**src/design/cdg_pkg.sv**
```systemverilog
// Shared types, constants and latency function for the gradient block.
package cdg_pkg;

   localparam int CDG_VOXEL_W = 8;
   localparam int CDG_COORD_W = 10;
   localparam int CDG_GRAD_W  = 16;

   localparam int VOXEL_BITS_DEF    = 8;
   localparam int COORD_BITS_DEF    = 10;
   localparam int FRACTION_BITS_DEF = 14;

   typedef struct packed {
      logic [CDG_COORD_W-1:0] voxel_x;
      logic [CDG_COORD_W-1:0] voxel_y;
      logic [CDG_COORD_W-1:0] voxel_z;
      logic [CDG_VOXEL_W-1:0] left_value;
      logic [CDG_VOXEL_W-1:0] right_value;
      logic [CDG_VOXEL_W-1:0] down_value;
      logic [CDG_VOXEL_W-1:0] up_value;
      logic [CDG_VOXEL_W-1:0] back_value;
      logic [CDG_VOXEL_W-1:0] front_value;
   } cdg_req_type;

   typedef struct packed {
      logic [CDG_COORD_W-1:0]        tag_x;
      logic [CDG_COORD_W-1:0]        tag_y;
      logic [CDG_COORD_W-1:0]        tag_z;
      logic signed [CDG_GRAD_W-1:0]  grad_x;
      logic signed [CDG_GRAD_W-1:0]  grad_y;
      logic signed [CDG_GRAD_W-1:0]  grad_z;
      logic                          zero_gradient;
   } cdg_rsp_type;

   typedef struct packed {
      logic [2:0] neg;
      logic       zero;
   } cdg_side_type;

   // front end 3, divider 2F+3, root F+2, rounding 1, output 1
   function automatic int cdg_latency(input int fb);
      return 3 * fb + 10;
   endfunction

endpackage

```
**src/design/cdg_diff.sv**
```systemverilog
// Front end: axis differences, magnitudes, squares and sum of squares.
module cdg_diff #(
   parameter int VB = 8
) (
   input  logic                      clock,
   input  logic [2:0][VB-1:0]        lo,
   input  logic [2:0][VB-1:0]        hi,
   output logic [2:0][2*VB-1:0]      dsq,
   output logic [2*VB+1:0]           sum_sq,
   output cdg_pkg::cdg_side_type     side
);
   import cdg_pkg::*;

   localparam int SW = 2 * VB + 2;

   logic [2:0][VB-1:0]   abs_ff;
   logic [2:0][VB-1:0]   abs_in;
   logic [2:0]           neg1_ff;
   logic [2:0]           neg1_in;
   logic [2:0][2*VB-1:0] sq_ff;
   logic [2:0]           neg2_ff;
   logic [2:0][2*VB-1:0] dsq_ff;
   logic [SW-1:0]        sum_ff;
   logic [SW-1:0]        sum_in;
   cdg_side_type         side_ff;

   always_comb begin
      for (int a = 0; a < 3; a++) begin
         logic [VB:0] dif;
         logic [VB:0] mag;
         dif = {1'b0, lo[a]} - {1'b0, hi[a]};
         mag = dif[VB] ? (~dif + 1'b1) : dif;
         neg1_in[a] = dif[VB];
         abs_in[a]  = mag[VB-1:0];
      end
   end

   assign sum_in = SW'(sq_ff[0]) + SW'(sq_ff[1]) + SW'(sq_ff[2]);

   always_ff @(posedge clock) begin
      abs_ff  <= abs_in;
      neg1_ff <= neg1_in;
      for (int a = 0; a < 3; a++) begin
         sq_ff[a] <= abs_ff[a] * abs_ff[a];
      end
      neg2_ff      <= neg1_ff;
      dsq_ff       <= sq_ff;
      sum_ff       <= sum_in;
      side_ff.neg  <= neg2_ff;
      side_ff.zero <= (sum_in == '0);
   end

   assign dsq    = dsq_ff;
   assign sum_sq = sum_ff;
   assign side   = side_ff;

endmodule

```
**config.mk**
```make
export PLATFORM = sky130hd
export DESIGN_NAME = cdg_diff
export DESIGN_NICKNAME = d
export VERILOG_FILES = /design/src/design/cdg_pkg.sv /design/src/design/cdg_diff.sv
export SDC_FILE = /design/constraint.sdc
export NUM_CORES = 1
export LEC_CHECK = 0
export BUFFER_PORTS_ARGS = -buffer_cell sky130_fd_sc_hd__buf_2
export CAP_MARGIN = 5
export CORE_UTILIZATION = 60
export DETAILED_ROUTE_END_ITERATION = 8
export PLACE_DENSITY = 0.82
export SYNTH_ARGS = -nofsm -noshare
export SYNTH_HDL_FRONTEND = slang
export SYNTH_SLANG_ARGS = --single-unit
```
**constraint.sdc**
```tcl
create_clock -name clock -period 9.84 [get_ports clock]
set_clock_uncertainty 0.2 [all_clocks]
set_input_delay 2.952 -clock clock [delete_from_list [all_inputs] [get_ports clock]]
set_output_delay 2.952 -clock clock [all_outputs]
set_load 0.02 [all_outputs]
```
==> metrics.yaml <==
status: "finished clean"
yosysWarnings: 0
reg2reg_slack_ns: 4.72
drt_iter0_drc: 358
slew_viol_final: 0
yosysSeqAreaShare_pct: 28.1
rr_startpoint: "abs_ff[5]"
viasPerCell: 5.21
cp_data_required_time_ns: 9.99
cts_resized: 0
final_common_cell: "inv_1"
grt_max_degree: 17
grt_first_pass_wirelength_microns: 33000
clkLatencyLatePin_ns: 0.43
drt_pass1_iterations: 5
netlist_area_sq_um: 10100
hold_class: "reg -> reg"
final_cell_mix: "187 x inv_1, 142 x dfxtp_1, 131 x ha_1"
synth_mux_area_share_pct: 0.730
crit_arrival_ns: 5.27
synth_cell_types: 42
clk_pin_slew_worst_paths_ns: 0.06
gr-total-overflow: 0
die_area_sq_um: 17400
diodes: 0
io_pins: 119
post_cts_buffers: 0
slew_headroom_pct: 34.3
setup_viol: 0
r2r_end: "sq_ff[14]"
synth-edff-count: 0
cts_max_path_buffers: 2
async_reset_ff_share_pct: 0
cts_buffers: 17
design_area_sq_um: 11500
synth_top_area_share_pct: 28.1
cts_sinks: 142
drive_gt1_share_pct: 12.9
final_nets: 1457
syn_to_final_growth_pct: 13.6
io_buffer_count: 115
cts_tree: "yes"
root_buffer: "clkbuf_16"
max_freq_mhz: 195
timing_worst_setup_path_type: "reg -> reg"
place_hpwl_microns: 15600
synth_compound_area_share_pct: 8.61
r2r_cells: 16
timing.final.crit_share_pct: 52.0
coreArea_sq_um: 16500
hold_viol: 0
gp_congestion: 0.888
synthTopCellsByArea: "dfxtp_1 28%, fa_1 18%, ha_1 16%, inv_1 6.9%, xnor2_1 6.2%"
synth_top_family_by_area: "adder cells"
fp-row-count: 47
via_count: 7386
postCtsHoldBufs: 0
grt_usage_pct: 23.9
die_y_microns: 132
start_util_pct: 61.2
antenna_found_initial: 0
tightestPinTransition_ns: 0.961
synth_top_flop_cell: "dfxtp_1"
die_w_microns: 132
synth-seq-cells: 142
synth-xor-area-share_pct: 7.71
ant_nets: 0
grt_pass1_vias: 7256
final.min_clock_period_ns: 5.12
cp-startpoint: "abs_ff[5]"
detail_route.wl_per_cell_microns: 13.9
drt-total-wl_microns: 19700
critPathLaunchType: "flop"
tns_ns: 0
h-tree-depth: 4
synth_cells: 1061
placed_area_sq_um: 10900
synth-adder-area-share_pct: 34.2
rsz0062_at_grt: "false"
maxCapViolations: 0
path_max_fanout: 8
critPathCapture: "sq_ff[14]"
syn_area_per_cell_sq_um: 9.53
end_kind: "flop"
synth_top_area_cell: "dfxtp_1"
drc: 0
synth-simple-area-share_pct: 13.0
fillers: 1242
metal layers:
layer	part of all wire (%)	wire length [microns]	vias to the layer above	GRT usage, %
li1	-	-	3654	-
met1	43	8510	3497	29.4
met2	50	9820	201	41.7
met3	4.7	918	34	4.77
met4	2.4	464	0	8.85
met5	0	0	-	0
layout make-up:
class	instances	area [sq um]	area share (%)
Clock buffer	21	450	3.92
Clock inverter	10	115	1.00
Sequential cell	142	2840	24.8
Inverter	187	702	6.11
Tap cell	220	275	2.40
Multi-Input combinational cell	723	6520	56.8
Timing Repair Buffer	115	576	5.01
worst min-delay path by stage:
stage                     from         end  cells after the start  slack (ns)
finish              neg1_ff[2]  neg2_ff[2]                      0        0.12
global route        neg2_ff[0]     side[1]                      0        0.13
CTS                 neg1_ff[2]  neg2_ff[2]                      0        0.13
detailed placement  neg1_ff[2]  neg2_ff[2]                      0        0.11
global placement    neg2_ff[2]     side[3]                      0        0.11
floorplan           neg1_ff[0]  neg2_ff[0]                      0        0.11
sequential cells by signal (all words and copies together), names as in the netlist:
| name | cells |
|---|---|
| sq_ff | 45 |
| side | 4 |
| dsq | 45 |
| abs_ff | 24 |
| sum_sq | 18 |
| neg1_ff | 3 |
| neg2_ff | 3 |
cell families (layout without fill, tap and decap cells):
| logic type | Yosys count | in the layout |
|---|---|---|
| AO/OA/AOI/OAI | 137 | 137 |
| XOR/XNOR | 89 | 89 |
| adder cells (fa/ha/maj) | 222 | 222 |
| buffers and inverters | 200 | 333 |
| flip-flops | 142 | 142 |
| multiplexers | 7 | 7 |
| other | 1 | 5 |
| AND/OR/NAND/NOR | 263 | 263 |
cells in the mapped netlist, types with 9 or more instances:
master / number
fa_1: 91
o21ai_0: 29
o21bai_1: 10
ha_1: 131
and2_1: 56
a21oi_1: 41
nand2_1: 57
nor2_1: 60
clkbuf_1: 10
o211ai_1: 14
nor2b_1: 20
a31oi_1: 12
o21a_1: 9
dfxtp_1: 142
nand2b_1: 13
xnor2_1: 71
nor3_1: 27
xor2_1: 18
inv_1: 187
critical path, stage by stage, from the launching register on:
cell and delay (ns):
dfxtp_1 0.48, inv_1 0.16, nor2_1 0.22, fa_1 0.49, fa_1 0.54, inv_1 0.05, fa_1 0.51, fa_1 0.54
inv_1 0.04, ha_1 0.24, nor3_1 0.23, o211ai_1 0.12, a31oi_1 0.36, o21bai_1 0.12, and2_1 0.18, o41ai_1 0.37
xnor2_1 0.17
per-stage QoR:
| step | setup slack, ns | hold WS (ns) | util, % | cells |
|---|---|---|---|---|
| floorplan | 4.76 | 0.110 | - | 1065 |
| global placement | 4.53 | 0.111 | 66.0 | 1387 |
| detailed placement | 4.45 | 0.114 | 66.0 | 1387 |
| CTS | 4.81 | 0.128 | 69.5 | 1418 |
| global route | 4.47 | 0.131 | 69.5 | 1418 |
| finish | 4.72 | 0.124 | 69.5 | 1418 |
Power is left out: the tool's default activity adds up to more than one toggle a clock period on the data nets, which glitch-free logic cannot reach.
