<file path="src/design/cdg_pkg.sv">
// Shared types, constants and latency function for the gradient block.
package cdg_pkg;

   localparam int CDG_VOXEL_W = 8;
   localparam int CDG_COORD_W = 10;
   localparam int CDG_GRAD_W  = 16;

   localparam int VOXEL_BITS_DEF    = 8;
   localparam int COORD_BITS_DEF    = 10;
   localparam int FRACTION_BITS_DEF = 14;

   typedef struct packed {
      logic [CDG_COORD_W-1:0] voxel_x;
      logic [CDG_COORD_W-1:0] voxel_y;
      logic [CDG_COORD_W-1:0] voxel_z;
      logic [CDG_VOXEL_W-1:0] left_value;
      logic [CDG_VOXEL_W-1:0] right_value;
      logic [CDG_VOXEL_W-1:0] down_value;
      logic [CDG_VOXEL_W-1:0] up_value;
      logic [CDG_VOXEL_W-1:0] back_value;
      logic [CDG_VOXEL_W-1:0] front_value;
   } cdg_req_type;

   typedef struct packed {
      logic [CDG_COORD_W-1:0]        tag_x;
      logic [CDG_COORD_W-1:0]        tag_y;
      logic [CDG_COORD_W-1:0]        tag_z;
      logic signed [CDG_GRAD_W-1:0]  grad_x;
      logic signed [CDG_GRAD_W-1:0]  grad_y;
      logic signed [CDG_GRAD_W-1:0]  grad_z;
      logic                          zero_gradient;
   } cdg_rsp_type;

   typedef struct packed {
      logic [2:0] neg;
      logic       zero;
   } cdg_side_type;

   // front end 3, divider 2F+3, root F+2, rounding 1, output 1
   function automatic int cdg_latency(input int fb);
      return 3 * fb + 10;
   endfunction

endpackage

</file>
<file path="src/design/cdg_div.sv">
// Pipelined restoring divider: floor(dsq * 2^(2F+2) / s), one quotient bit per stage.
module cdg_div #(
   parameter int VB = 8,
   parameter int FB = 14
) (
   input  logic                clock,
   input  logic [2*VB-1:0]     dsq,
   input  logic [2*VB+1:0]     sum_sq,
   output logic [2*FB+2:0]     quo
);
   import cdg_pkg::*;

   localparam int SW = 2 * VB + 2;
   localparam int PW = SW + 1;
   localparam int QW = 2 * FB + 3;

   logic [SW-1:0] rem_ff [QW];
   logic [SW-1:0] den_ff [QW];
   logic [QW-1:0] quo_ff [QW];

   for (genvar i = 0; i < QW; i++) begin : g_stage
      logic [PW-1:0] part;
      logic [PW-1:0] dvs;
      logic [QW-1:0] prev_q;
      logic          ge;
      if (i == 0) begin : g_first
         assign part   = PW'(dsq);
         assign dvs    = PW'(sum_sq);
         assign prev_q = '0;
      end else begin : g_next
         assign part   = {rem_ff[i-1], 1'b0};
         assign dvs    = {1'b0, den_ff[i-1]};
         assign prev_q = quo_ff[i-1];
      end
      assign ge = (part >= dvs);
      always_ff @(posedge clock) begin
         rem_ff[i] <= ge ? SW'(part - dvs) : SW'(part);
         den_ff[i] <= dvs[SW-1:0];
         quo_ff[i] <= {prev_q[QW-2:0], ge};
      end
   end

   assign quo = quo_ff[QW-1];

endmodule

</file>
<file path="config.mk">
export PLATFORM = sky130hd
export DESIGN_NAME = cdg_div
export DESIGN_NICKNAME = d
export VERILOG_FILES = /design/src/design/cdg_pkg.sv /design/src/design/cdg_div.sv
export SDC_FILE = /design/constraint.sdc
export NUM_CORES = 2
export LEC_CHECK = 0
export BUFFER_PORTS_ARGS = -buffer_cell sky130_fd_sc_hd__buf_4
export CAP_MARGIN = 30
export CORE_MARGIN = 2
export CORE_UTILIZATION = 50
export CTS_BUF_LIST = sky130_fd_sc_hd__clkbuf_4 sky130_fd_sc_hd__clkbuf_8
export DETAILED_ROUTE_END_ITERATION = 16
export PLACE_DENSITY_LB_ADDON = 0.2
export SLEW_MARGIN = 30
export SYNTH_ARGS = -nofsm -noshare
export SYNTH_HDL_FRONTEND = slang
export SYNTH_SLANG_ARGS = --single-unit
</file>
<file path="constraint.sdc">
create_clock -name clock -period 9 [get_ports clock]
set_input_delay 1.8 -clock clock [delete_from_list [all_inputs] [get_ports clock]]
set_output_delay 1.8 -clock clock [all_outputs]
set_load 0.1 [all_outputs]
</file>
==> flow_summary_export.csv <==
group,metric,value,unit
status,run_status,"finished clean",
final_layout,final_common_cell,"dfxtp_1",
synthesis,synthAdderAreaFrac,11.7,%
die,design.core.area,0.128,mm²
synthesis,ys.warnings.count,0,
critical_path,worstPathCellList,"buf_4 > inv_1 > ha_1 > inv_1 > fa_1 > a21o_1 > a21oi_1 > nor2b_1 > o21a_1 > a21oi_1 > o21bai_1 > xor2_1 > mux2_2",
clock_network,post-cts-setup-buffer-count,0,
synthesis,ys_ff_latch,1576,
clock_network,holdBufCountCts,0,
critical_path,critical_path_class,"in2reg",
placement,numPortBuffers,65,
die,dieHeight,363,µm
drt,num_vias,43300,
clock_network,cts_buffer_depth,3,
global_route,grt_use_met1,24.6,%
final_layout,final_cells,8316,
power_and_ir_drop,power.leakage,33.4,nW
synthesis,synth_top_family_by_area,"compound AO/OA/AOI/OAI gates",
global_route,antenna_found_initial,2,
synthesis,synth-async-reset-ratio,0,%
sta,timing.final.crit_share,38.6,%
synthesis,synth_top_flop_cell,"dfxtp_1",
sta,grt_setup_unrepaired,"no",
clock_network,cts_max_level,4,
clock_network,cts-resized-gates,0,
die,io_pins,66,
clock_network,clkSlewWorstSetupHoldPaths,60,ps
power_and_ir_drop,power,0.0306,W
die,die_w,363,µm
final_layout,fillers,11100,
drt,wl,129000,µm
drt,drc,0,
clock_network,cts_inserted_buffers,239,
critical_path,worstSetupStartpoint,"dsq[0]",
sta,whs,289,ps
synthesis,synth-edff-count,0,
sta,max_slew_margin,34.3,%
critical_path,startpoint_type,"input port",
final_layout,nets,7081,
final_layout,drive_gt1_share,15.1,%
global_route,grtUsageMet2,33.3,%
worst_hold_path,holdCritStartpoint,"quo_ff[1][421]$_DFF_P_",
critical_path,path_max_fanout,3,
global_route,busiest_layer,"met2",
global_route,track_usage,19.5,%
sta,finalCriticalPeriod,3470,ps
clock_network,cts-root-buf,"clkbuf_8",
clock_network,cts_tree,"built",
placement,place_congestion,0.884,
clock_network,clock_sinks,1576,
synthesis,synth_area,0.0644,mm²
sta,fmax,288,MHz
drt,drt_iter0_drc,2349,
final_layout,layout_common_cells,"1576 x dfxtp_1, 693 x inv_1, 555 x ha_1",
placement,dp.cells,7880,
placement,hpwl,96500,µm
clock_network,clkLatencyLatePin,940,ps
power_and_ir_drop,p_per_area,424,mW/mm²
sta,setup_viol,0,
sta,finalMaxSlewViolations,0,
synthesis,avgSynthCellArea,10.3,µm²
critical_path,r2r_start,"den_ff[6][1]$_DFF_P_",
global_route,grt_first_pass_wirelength,211000,µm
synthesis,synthXorXnorAreaFrac,5.59,%
placement,place_area,0.0667,mm²
drt,avgRoutedWirePerCell,15.5,µm
die,start_util,50.4,%
worst_hold_path,hold_path_class,"reg2reg",
critical_path,worst_ep_arrival_time,4270,ps
critical_path,slowest_stage,"fa_1",
sta,worst_pin_slew,984,ps
die,dieArea,0.132,mm²
final_layout,stdcell_area,0.0722,mm²
synthesis,muxShareOfSynthArea,6.74,%
critical_path,max_stage_delay,410,ps
critical_path,crit_required,9800,ps
global_route,grt_pass1_vias,42900,
global_route,grt_max_degree,34,
synthesis,synth_compound_area_share,13.5,%
synthesis,synth_cell_type_count,89,
sta,tns,0,ps
synthesis,synthCells,6228,
final_layout,syn_to_final_growth,12.2,%
sta,hold_viol,0,
power_and_ir_drop,ir_drop,0.000258,V
drt,drtAntennaViolNets,0,
sta,worst_clock_skew,46.3,ps
critical_path,end_kind,"flop",
job,maxCapViolations,0,
global_route,use_met3,3.71,%
drt,via_per_inst,5.21,
die,rows,131,
synthesis,syn-num-nets,6848,
synthesis,ys_seq_area_share,49.0,%
drt,firstDrtPassIters,6,
synthesis,synthSimpleGateAreaFrac,8.80,%
global_route,grt-ovfl-total,0,
## cell families (layout without fill, tap and decap cells)
logic type                 count (synthesis)  after routing
adders and majority gates                585            585
muxes                                    383            383
other                                      0              2
and+or+nand+nor                         1165           1165
AOI/OAI and AO/OA                       1334           1334
xor gates and xnor gates                 411            411
DFF                                     1576           1576
buffers and inverters                    774           1198
## layout make-up
cell class | count | area [µm²] | share of cell area, %
Multi-Input combinational cell | 3878 | 30000 | 41.5
Tap cell | 1662 | 2080 | 2.88
Clock inverter | 78 | 947 | 1.31
Inverter | 693 | 2600 | 3.60
Timing Repair Buffer | 73 | 562 | 0.778
Antenna cell | 2 | 5.00 | 0.00693
Sequential cell | 1576 | 31600 | 43.7
Clock buffer | 354 | 4530 | 6.27
## final timing paths
check | to | slack, ps | depth (start not counted)
max | rem_ff[0][12]$_DFF_P_ | 5530 | 13
min | quo_ff[1][453]$_DFF_P_ | 290 | 0
max reg2reg | rem_ff[1][165]$_DFF_P_ | 5720 | 10
min reg2reg | quo_ff[1][453]$_DFF_P_ | 290 | 0
## synthesized netlist by cell type, types with 11 or more instances
cell type / n / area (µm²)
inv_1: 693 / 2600
nand3_1: 103 / 515
nand2b_1: 55 / 344
mux2_4: 11 / 165
and3_1: 38 / 238
xnor2_1: 263 / 2300
nor3_1: 82 / 410
and2_1: 20 / 125
nand4_1: 51 / 319
nand4b_1: 11 / 96.3
buf_2: 14 / 70.1
o31ai_1: 52 / 390
o211ai_1: 28 / 210
a2111oi_0: 22 / 193
dfxtp_1: 1576 / 31600
ha_1: 555 / 6940
a211o_1: 30 / 263
o21ai_0: 230 / 1150
or2_2: 44 / 275
a31o_2: 45 / 394
nand2_1: 299 / 1120
or3_1: 39 / 244
nor2b_1: 48 / 300
o2111ai_1: 12 / 105
fa_1: 30 / 601
xor2_1: 148 / 1300
a31oi_1: 62 / 388
nor4_1: 27 / 169
nor2_1: 302 / 1130
a311o_1: 11 / 110
mux2i_1: 12 / 120
o21bai_1: 41 / 308
clkbuf_1: 60 / 225
o21a_1: 49 / 368
a211oi_1: 53 / 398
mux2_2: 360 / 4050
a21oi_1: 417 / 2090
a21o_1: 166 / 1250
o31a_1: 15 / 131
## power by group
group	internal, W	switching [W]
Sequential	0.00948	0.00117
Clock	0.00366	0.00279
Combinational	0.00635	0.00715
## worst max-delay path: cells and delay by family
family	cells	cell delay [ps]
mux	1	270
simple gates	1	110
buf+inv	3	220
xor+xnor	1	160
compound gates	5	1140
fa+ha+maj	2	570
## state kept, by name, indices dropped and copies added (netlist names)
| register | flops |
|---|---|
| den_ff | 540 |
| rem_ff | 540 |
| quo_ff | 496 |
## per-stage QoR
stage | setup slack (ps) | utilization, %
floorplan | 5020 | -
global placement | 4430 | 52.2
detailed placement | 4650 | 52.2
CTS | 5500 | 56.5
global route | 5420 | 56.6
finish | 5530 | 56.6
## routing by layer
metal / share of wire [%] / routed length (µm)
met5: 0 / 0
met4: 2.4 / 3070
met3: 4.3 / 5490
met2: 47 / 60900
met1: 46 / 59300
Note: power is estimated with default switching activity, not from simulation.
