==> src/design/cdg_pkg.sv <==
// Shared types, constants and latency function for the gradient block.
package cdg_pkg;

   localparam int CDG_VOXEL_W = 8;
   localparam int CDG_COORD_W = 10;
   localparam int CDG_GRAD_W  = 16;

   localparam int VOXEL_BITS_DEF    = 8;
   localparam int COORD_BITS_DEF    = 10;
   localparam int FRACTION_BITS_DEF = 14;

   typedef struct packed {
      logic [CDG_COORD_W-1:0] voxel_x;
      logic [CDG_COORD_W-1:0] voxel_y;
      logic [CDG_COORD_W-1:0] voxel_z;
      logic [CDG_VOXEL_W-1:0] left_value;
      logic [CDG_VOXEL_W-1:0] right_value;
      logic [CDG_VOXEL_W-1:0] down_value;
      logic [CDG_VOXEL_W-1:0] up_value;
      logic [CDG_VOXEL_W-1:0] back_value;
      logic [CDG_VOXEL_W-1:0] front_value;
   } cdg_req_type;

   typedef struct packed {
      logic [CDG_COORD_W-1:0]        tag_x;
      logic [CDG_COORD_W-1:0]        tag_y;
      logic [CDG_COORD_W-1:0]        tag_z;
      logic signed [CDG_GRAD_W-1:0]  grad_x;
      logic signed [CDG_GRAD_W-1:0]  grad_y;
      logic signed [CDG_GRAD_W-1:0]  grad_z;
      logic                          zero_gradient;
   } cdg_rsp_type;

   typedef struct packed {
      logic [2:0] neg;
      logic       zero;
   } cdg_side_type;

   // front end 3, divider 2F+3, root F+2, rounding 1, output 1
   function automatic int cdg_latency(input int fb);
      return 3 * fb + 10;
   endfunction

endpackage

==> src/design/cdg_sqrt.sv <==
// Pipelined integer square root, two radicand bits per stage, then halving round.
module cdg_sqrt #(
   parameter int FB = 14
) (
   input  logic            clock,
   input  logic [2*FB+2:0] rad,
   output logic [FB:0]     mag
);
   import cdg_pkg::*;

   localparam int NW = 2 * FB + 4;
   localparam int N  = FB + 2;
   localparam int RW = FB + 3;
   localparam int XW = FB + 5;
   localparam int KW = FB + 3;

   logic [NW-1:0] val_ff  [N];
   logic [RW-1:0] rem_ff  [N];
   logic [N-1:0]  root_ff [N];
   logic [FB:0]   mag_ff;
   logic [KW-1:0] kp;

   for (genvar i = 0; i < N; i++) begin : g_stage
      logic [NW-1:0] pval;
      logic [RW-1:0] prem;
      logic [N-1:0]  proot;
      logic [XW-1:0] x;
      logic [XW-1:0] trial;
      logic          ge;
      if (i == 0) begin : g_first
         assign pval  = NW'(rad);
         assign prem  = '0;
         assign proot = '0;
      end else begin : g_next
         assign pval  = val_ff[i-1];
         assign prem  = rem_ff[i-1];
         assign proot = root_ff[i-1];
      end
      assign x     = {prem, pval[NW-1:NW-2]};
      assign trial = XW'({proot, 2'b01});
      assign ge    = (x >= trial);
      always_ff @(posedge clock) begin
         val_ff[i]  <= {pval[NW-3:0], 2'b00};
         rem_ff[i]  <= ge ? RW'(x - trial) : RW'(x);
         root_ff[i] <= {proot[N-2:0], ge};
      end
   end

   assign kp = KW'(root_ff[N-1]) + KW'(1);

   always_ff @(posedge clock) begin
      mag_ff <= kp[FB+1:1];
   end

   assign mag = mag_ff;

endmodule

==> config.mk <==
export PLATFORM = sky130hd
export DESIGN_NAME = cdg_sqrt
export DESIGN_NICKNAME = d
export VERILOG_FILES = /design/src/design/cdg_pkg.sv /design/src/design/cdg_sqrt.sv
export SDC_FILE = /design/constraint.sdc
export NUM_CORES = 1
export LEC_CHECK = 0
export BUFFER_PORTS_ARGS = -buffer_cell sky130_fd_sc_hd__buf_2
export CAP_MARGIN = 20
export CORE_AREA = 5 5 230 232
export CTS_CLUSTER_SIZE = 25
export DETAILED_ROUTE_END_ITERATION = 8
export DIE_AREA = 0 0 235 237
export GPL_ROUTABILITY_DRIVEN = 0
export MAX_ROUTING_LAYER = met4
export PLACE_DENSITY_LB_ADDON = 0.2
export SKIP_CTS_REPAIR_TIMING = 1
export SLEW_MARGIN = 20
export SYNTH_ARGS = -nofsm -noshare
export SYNTH_HDL_FRONTEND = slang
export SYNTH_SLANG_ARGS = --single-unit
export TNS_END_PERCENT = 1
==> constraint.sdc <==
create_clock -name clock -period 7.74 [get_ports clock]
set_clock_uncertainty 0.2 [all_clocks]
set_input_delay 0.387 -clock clock [delete_from_list [all_inputs] [get_ports clock]]
set_output_delay 0.387 -clock clock [all_outputs]
set_load 0.1 [all_outputs]
==> run_results.csv, run 1 <==
group,metric,value,unit
run_status,status,"finished, final reports clean",
global_routing,busiest_layer,"met2",
timing,worst_slew_pin_slew,0.995,ns
placement,postPlaceCellArea,23500,um^2
clocking,cts_max_level,2,
clocking,cts_root_buffer,"clkbuf_16",
timing,rsz0062_at_grt,"no",
clocking,insertion_delay,0.62,ns
worst_setup_path,cp-start-kind,"flop",
drt,first_iter_violations,907,
timing,setup_viol,0,
drt,ant_nets,0,
synthesis,synth.net_count,2335,
timing,timing.fmax,0.292,GHz
placement,dp_cells,2849,
final_layout,design_area,26000,um^2
global_routing,grtUsageMet3,2.40,%
synthesis,async_reset_ff_share,0,%
timing,relSlewSlack,33.6,%
worst_hold_path,hold_end,"val_ff[1][58]",
worst_hold_path,hold_path_class,"flop to flop",
floorplanning,die_w,235,um
power,ir_worst_vdd,0.200,mV
timing,fin_crit_sh,44.2,%
worst_hold_path,hold_start,"val_ff[1][26]",
worst_setup_path,r2r-end,"rem_ff[1][57]",
timing,hold_ws,0.112,ns
drt,firstDrtPassIters,5,
final_layout,area_delta_synth_final,15.4,%
synthesis,syn_area_per_cell,10.5,um^2
floorplanning,chipHeight,237,um
timing,hold_viol,0,
drt,drt-total-wl,40800,um
clocking,cts_tree,"built",
worst_setup_path,critPathMaxStageDelay,0.53,ns
final_layout,utilization,51.1,%
timing,drv_slew,0,
worst_setup_path,cp_max_fo,15,
floorplanning,ios,47,
clocking,cts_buffers,61,
worst_setup_path,critical_path.top_delay_family,"compound AO/OA/AOI/OAI gates",
final_layout,num-nets-final,2447,
clocking,clk_path_buf_depth,3,
synthesis,ys_warn_count,0,
worst_setup_path,worst-path-buf-inv,2,
global_routing,grt_use_met2,23.2,%
worst_setup_path,r2r-start,"root_ff[10][10]",
placement,dp_hpwl,30200,um
drt,vias_per_cell,4.96,
synthesis,ys_types,78,
global_routing,use_met1,19.6,%
worst_setup_path,r2r.worst_path.cells,9,
clocking,clkTransAtPathRegs,0.06,ns
clocking,clock_sinks,623,
timing,fin_setup_tns,0,ns
final_layout,diodes,0,
synthesis,syn_inst,2151,
worst_setup_path,worstSetupPathType,"flop to flop",
synthesis,netlist_area,22500,um^2
worst_setup_path,cp_cell_sequence,"inv_1 -> ha_1 -> a2111oi_2 -> nand2b_1 -> or4_1 -> a211oi_1 -> o21a_1 -> inv_2 -> mux2_1",
worst_setup_path,arrival,3.72,ns
synthesis,yosysSeqAreaShare,55.4,%
floorplanning,num_rows,83,
final_layout,fillCellCount,4497,
worst_setup_path,required,8.04,ns
global_routing,grt_pass1_vias,14400,
timing,layout_min_cycle_time,3.42,ns
final_layout,drive_gt1_share,7.87,%
global_routing,grt_remaining_overflow,0,
drt,via_count,14800,
global_routing,grt_max_degree,31,
global_routing,globalRouteTotalUtil,14.9,%
placement,io_buffers,46,
final_layout,stdcell_count,2993,
synthesis,synthFlopType,"dfxtp_1",
floorplanning,design.die.area,55700,um^2
worst_setup_path,reg2reg_slack,4.32,ns
drt,wl_per_cell,13.6,um
worst_hold_path,hold_depth,0,
worst_setup_path,worst_path_max_delay_cell,"o21a_1",
synthesis,synth-seq-cells,623,
floorplanning,start_util,44.3,%
power,leakagePower,12.1,nW
global_routing,grt_pass1_wl,69000,um
worst_setup_path,end_kind,"flop",
global_routing,antenna_found_initial,0,
drt,drc,0,
synthesis,synth-edff-count,0,
floorplanning,design.core.area,50800,um^2
run,cap_viol_max_count,0,
power,power.density,360,nW/um^2
-- synthesized netlist by cell type (all sizes together) (10+ instances only) --
master	instances	area, um^2
a31oi	11	68.8
inv	180	676
ha	152	1900
nor4	25	169
a211oi	13	97.6
buf	12	63.8
or4	12	90.1
nand3	37	185
a21oi	135	676
nor2b	20	125
xor2	81	709
dfxtp	623	12500
o21a	39	293
nand4	18	119
o21ai	89	445
a21o	41	308
nand2	95	357
or3	21	131
nor2	153	574
xnor2	99	867
mux2	26	293
o31a	10	87.6
nor3	54	270
nand2b	28	175
and2	10	65.1
clkbuf	18	67.6
and3	14	87.6
o21bai	15	113
-- report_power, final --
part           total (mW)  switching [mW]  internal, mW
combinational        2.05            1.21         0.837
sequential           4.17           0.376          3.80
clock                3.13            1.20          1.93
total                9.35            2.78          6.56
-- routing by layer --
metal / part of all wire (%) / wire [um]
met2: 44 / 18100
met4: 3.3 / 1360
met1: 47 / 19300
met3: 4.8 / 1980
met5: 0 / 0
-- worst reg2reg max path: stages, from the launching register on --
cell	delay, ns
dfxtp_1	0.32
inv_1	0.04
ha_1	0.36
a2111oi_2	0.49
nand2b_1	0.14
or4_1	0.41
a211oi_1	0.19
o21a_1	0.53
inv_2	0.26
mux2_1	0.37
-- stage by stage --
step / total power [mW] / setup WS (ns)
finish: 9.35 / 4.32
CTS: 9.44 / 4.32
floorplan: 5.79 / 4.97
global route: 9.89 / 4.05
global placement: 6.23 / 4.45
detailed placement: 6.27 / 4.36
-- state kept, by name (all words and copies together) (netlist names) --
| name | cells |
|---|---|
| root_ff | 136 |
| rem_ff | 232 |
| val_ff | 240 |
| mag | 15 |
-- placed cells by master (no fill, tap or decap), types with 39 or more instances in the layout --
| master | netlist | layout |
|---|---|---|
| nor3_1 | 54 | 54 |
| clkbuf_16 | 0 | 61 |
| buf_2 | 9 | 46 |
| xnor2_1 | 99 | 99 |
| xor2_1 | 81 | 81 |
| o21ai_0 | 62 | 62 |
| a21o_1 | 41 | 41 |
| inv_1 | 177 | 177 |
| a21oi_1 | 135 | 135 |
| nor2_1 | 153 | 153 |
| nand2_1 | 95 | 95 |
| ha_1 | 152 | 152 |
| dfxtp_1 | 623 | 623 |
| o21a_1 | 39 | 39 |
-- cell type report --
type	count	area [um^2]	share of cell area, %
clock buffer	83	1730	6.66
tap	680	851	3.28
clock inverter	30	467	1.80
multi-input combinational	1318	9220	35.5
sequential	623	12500	48.0
inverter	180	676	2.60
timing repair buffer	79	556	2.14
-- worst max-delay path by stage --
stage | start | endpoint | slack (ns) | cells after the start
final | root_ff[10][10] | rem_ff[1][57] | 4.32 | 9
after global routing | root_ff[10][10] | rem_ff[1][58] | 4.05 | 9
after CTS | root_ff[10][10] | rem_ff[1][57] | 4.32 | 9
after detailed placement | root_ff[10][10] | rem_ff[1][58] | 4.36 | 9
after global placement | root_ff[13][1] | rem_ff[1][116] | 4.45 | 8
after floorplan | root_ff[13][4] | rem_ff[1][114] | 4.97 | 10
-- kinds of logic (layout without fill, tap and decap cells) --
kind of cell / after synthesis / in the layout / share of synthesized area (%)
mux: 34 / 34 / 1.66
compound gates: 420 / 420 / 11.8
simple gates: 531 / 531 / 12.0
buf+inv: 210 / 372 / 3.59
fa+ha+maj: 152 / 152 / 8.45
flops: 623 / 623 / 55.4
other cells: 1 / 1 / 0.0167
xor+xnor: 180 / 180 / 7.01
Power figures use the tool's default switching activity.
==> inputs of run 2 (changes only) <==
==> constraint.sdc (replaced) <==
create_clock -name clock -period 3.3 [get_ports clock]
set_clock_uncertainty 0.2 [all_clocks]
set_input_delay 0.165 -clock clock [delete_from_list [all_inputs] [get_ports clock]]
set_output_delay 0.165 -clock clock [all_outputs]
set_load 0.1 [all_outputs]
==> run_results.csv, run 2 (synthesis gave the netlist of run 1 again) <==
group,metric,value,unit
timing,timing.fmax,0.324,GHz
final_layout,drive_gt1_share,8.19,%
power,power_switching,6.60,mW
global_routing,grt_max_degree,31,
drt,wl_per_cell,13.7,um
drt,ant_nets,0,
worst_setup_path,cp-start-kind,"flop",
drt,vias_per_cell,4.94,
clocking,clk_path_buf_depth,3,
timing,drv_slew,0,
timing,hold_viol,0,
floorplanning,ios,47,
power,ir_worst_vdd,0.502,mV
clocking,insertion_delay,0.62,ns
power,clkPwrFrac,31.8,%
timing,setup_viol,0,
final_layout,largest_reg_flops,240,
timing,layout_min_cycle_time,3.09,ns
global_routing,globalRouteTotalUtil,14.9,%
final_layout,final_cell_mix,"dfxtp_1 (623), inv_1 (177), nor2_1 (153)",
final_layout,num-nets-final,2491,
worst_setup_path,cp-endpoint,"rem_ff[1][112]",
final_layout,diodes,0,
power,p_seq_share,45.4,%
drt,first_iter_violations,846,
floorplanning,chipHeight,237,um
worst_setup_path,r2r-end,"rem_ff[1][112]",
global_routing,antenna_found_initial,0,
drt,firstDrtPassIters,6,
drt,drc,0,
worst_setup_path,required,3.57,ns
timing,fin_setup_tns,0,ns
floorplanning,die_w,235,um
power,power.density,820,nW/um^2
final_layout,layout_commonest_cell,"dfxtp_1",
global_routing,grt_pass1_wl,69200,um
global_routing,grt_remaining_overflow,0,
timing,worst_slew_pin_slew,0.716,ns
power,p_int,14.9,mW
worst_setup_path,end_kind,"flop",
placement,io_buffers,46,
final_layout,area_delta_synth_final,16.7,%
clocking,cts_root_buffer,"clkbuf_16",
drt,via_count,15000,
worst_hold_path,hold_path_class,"flop to flop",
floorplanning,design.die.area,55700,um^2
timing,relSlewSlack,52.3,%
worst_setup_path,reg2reg_slack,0.21,ns
power,power,21.5,mW
clocking,cts_tree,"built",
floorplanning,design.core.area,50800,um^2
worst_setup_path,r2r.worst_path.cells,10,
clocking,cts_max_level,2,
worst_setup_path,arrival,3.36,ns
clocking,clkTransAtPathRegs,0.06,ns
global_routing,grt_pass1_vias,14500,
run,cap_viol_max_count,0,
floorplanning,num_rows,83,
timing,fin_crit_sh,93.6,%
worst_setup_path,cp_max_fo,15,
clocking,clock_sinks,623,
worst_setup_path,crit_start,"root_ff[13][4]",
power,pwr-share-comb,22.8,%
final_layout,largest-register,"val_ff",
run_status,status,"finished, final reports clean",
placement,dp_hpwl,30600,um
drt,drt-total-wl,41600,um
power,leakagePower,12.3,nW
worst_setup_path,r2r-start,"root_ff[13][4]",
power,switching_share,30.7,%
timing,rsz0062_at_grt,"no",
clocking,cts_buffers,59,
final_layout,reg_top3,"val_ff: 240 flops, rem_ff: 232 flops, root_ff: 136 flops",
floorplanning,start_util,44.3,%
worst_setup_path,worstSetupPathType,"flop to flop",
[run 2: cell count changes in the layout (fill, tap and decap cells not counted), moves of 2 or more]
| cell | before | now |
|---|---|---|
| bufinv_16 | 11 | 4 |
| buf_4 | 2 | 16 |
| clkbuf_8 | 12 | 16 |
| clkbuf_1 | 10 | 12 |
| clkinv_4 | 2 | 0 |
| clkinvlp_4 | 3 | 7 |
| clkinv_16 | 0 | 2 |
| clkbuf_16 | 61 | 59 |
| dlygate4sd3_1 | 31 | 62 |
| clkinv_8 | 2 | 0 |
| clkinv_2 | 11 | 8 |
[run 2: how the worst min path moves through the flow]
stage | startpoint | end | slack [ns] | depth (start not counted)
floorplan | rad[30] | root_ff[0][0] | -0.007 | 0
global placement | rad[23] | val_ff[0][23] | 0.07 | 1
detailed placement | rad[8] | val_ff[0][8] | 0.07 | 1
CTS | rad[25] | val_ff[0][25] | -0.61 | 1
global route | val_ff[0][193] | val_ff[0][225] | 0.13 | 0
finish | val_ff[0][111] | val_ff[0][143] | 0.12 | 0
[run 2: area by class of cell]
| cell class | instances | area [um^2] |
|---|---|---|
| Clock inverter | 23 | 302 |
| Clock buffer | 87 | 1740 |
| Inverter | 180 | 676 |
| Tap cell | 680 | 851 |
| Sequential cell | 623 | 12500 |
| Multi-Input combinational cell | 1318 | 9220 |
| Timing Repair Buffer | 125 | 991 |
| Fill cell | 4521 | 24500 |
[run 2: stage by stage]
step           instances  area, um^2  worst slack [ns]  hold WS [ns]  utilization, %
5_1_grt             3036       26300            0.0444         0.129            51.7
2_1_floorplan       2151       22500             0.533      -0.00728               -
6_report            3036       26300             0.211         0.119            51.7
3_5_place_dp        2864       23600             0.199        0.0686            46.5
4_1_cts             2974       25600             0.177        -0.610            50.5
3_3_place_gp        2864       23600             0.254        0.0677            46.5
[run 2: power groups by stage]
stage          combinational [mW]  clock [mW]  sequential [mW]
2_1_floorplan                3.30           0             10.3
3_3_place_gp                 4.73           0             9.93
3_5_place_dp                 4.82           0             9.95
4_1_cts                      4.85        7.08             9.79
5_1_grt                      5.44        7.40             9.94
6_report                     4.90        6.85             9.77
[run 2: metal layers]
layer / part of all wire, % / wire length, um / GRT usage, % / vias to the layer above
li1: - / - / - / 7689
met1: 48 / 20000 / 19.7 / 6951
met2: 45 / 18700 / 23.4 / 278
met3: 4.4 / 1850 / 2.94 / 86
met4: 2.4 / 1020 / 4.42 / 0
met5: 0 / 0 / - / -
[run 2: worst max-delay path, stage by stage, from the launching register on]
cell and delay [ns]:
dfxtp_1 0.32, inv_1 0.04, ha_1 0.36, a2111oi_0 0.40
o21a_1 0.20, o31a_1 0.25, o22ai_1 0.14, a221o_1 0.61
buf_4 0.26, nor2_1 0.10, a21oi_1 0.06
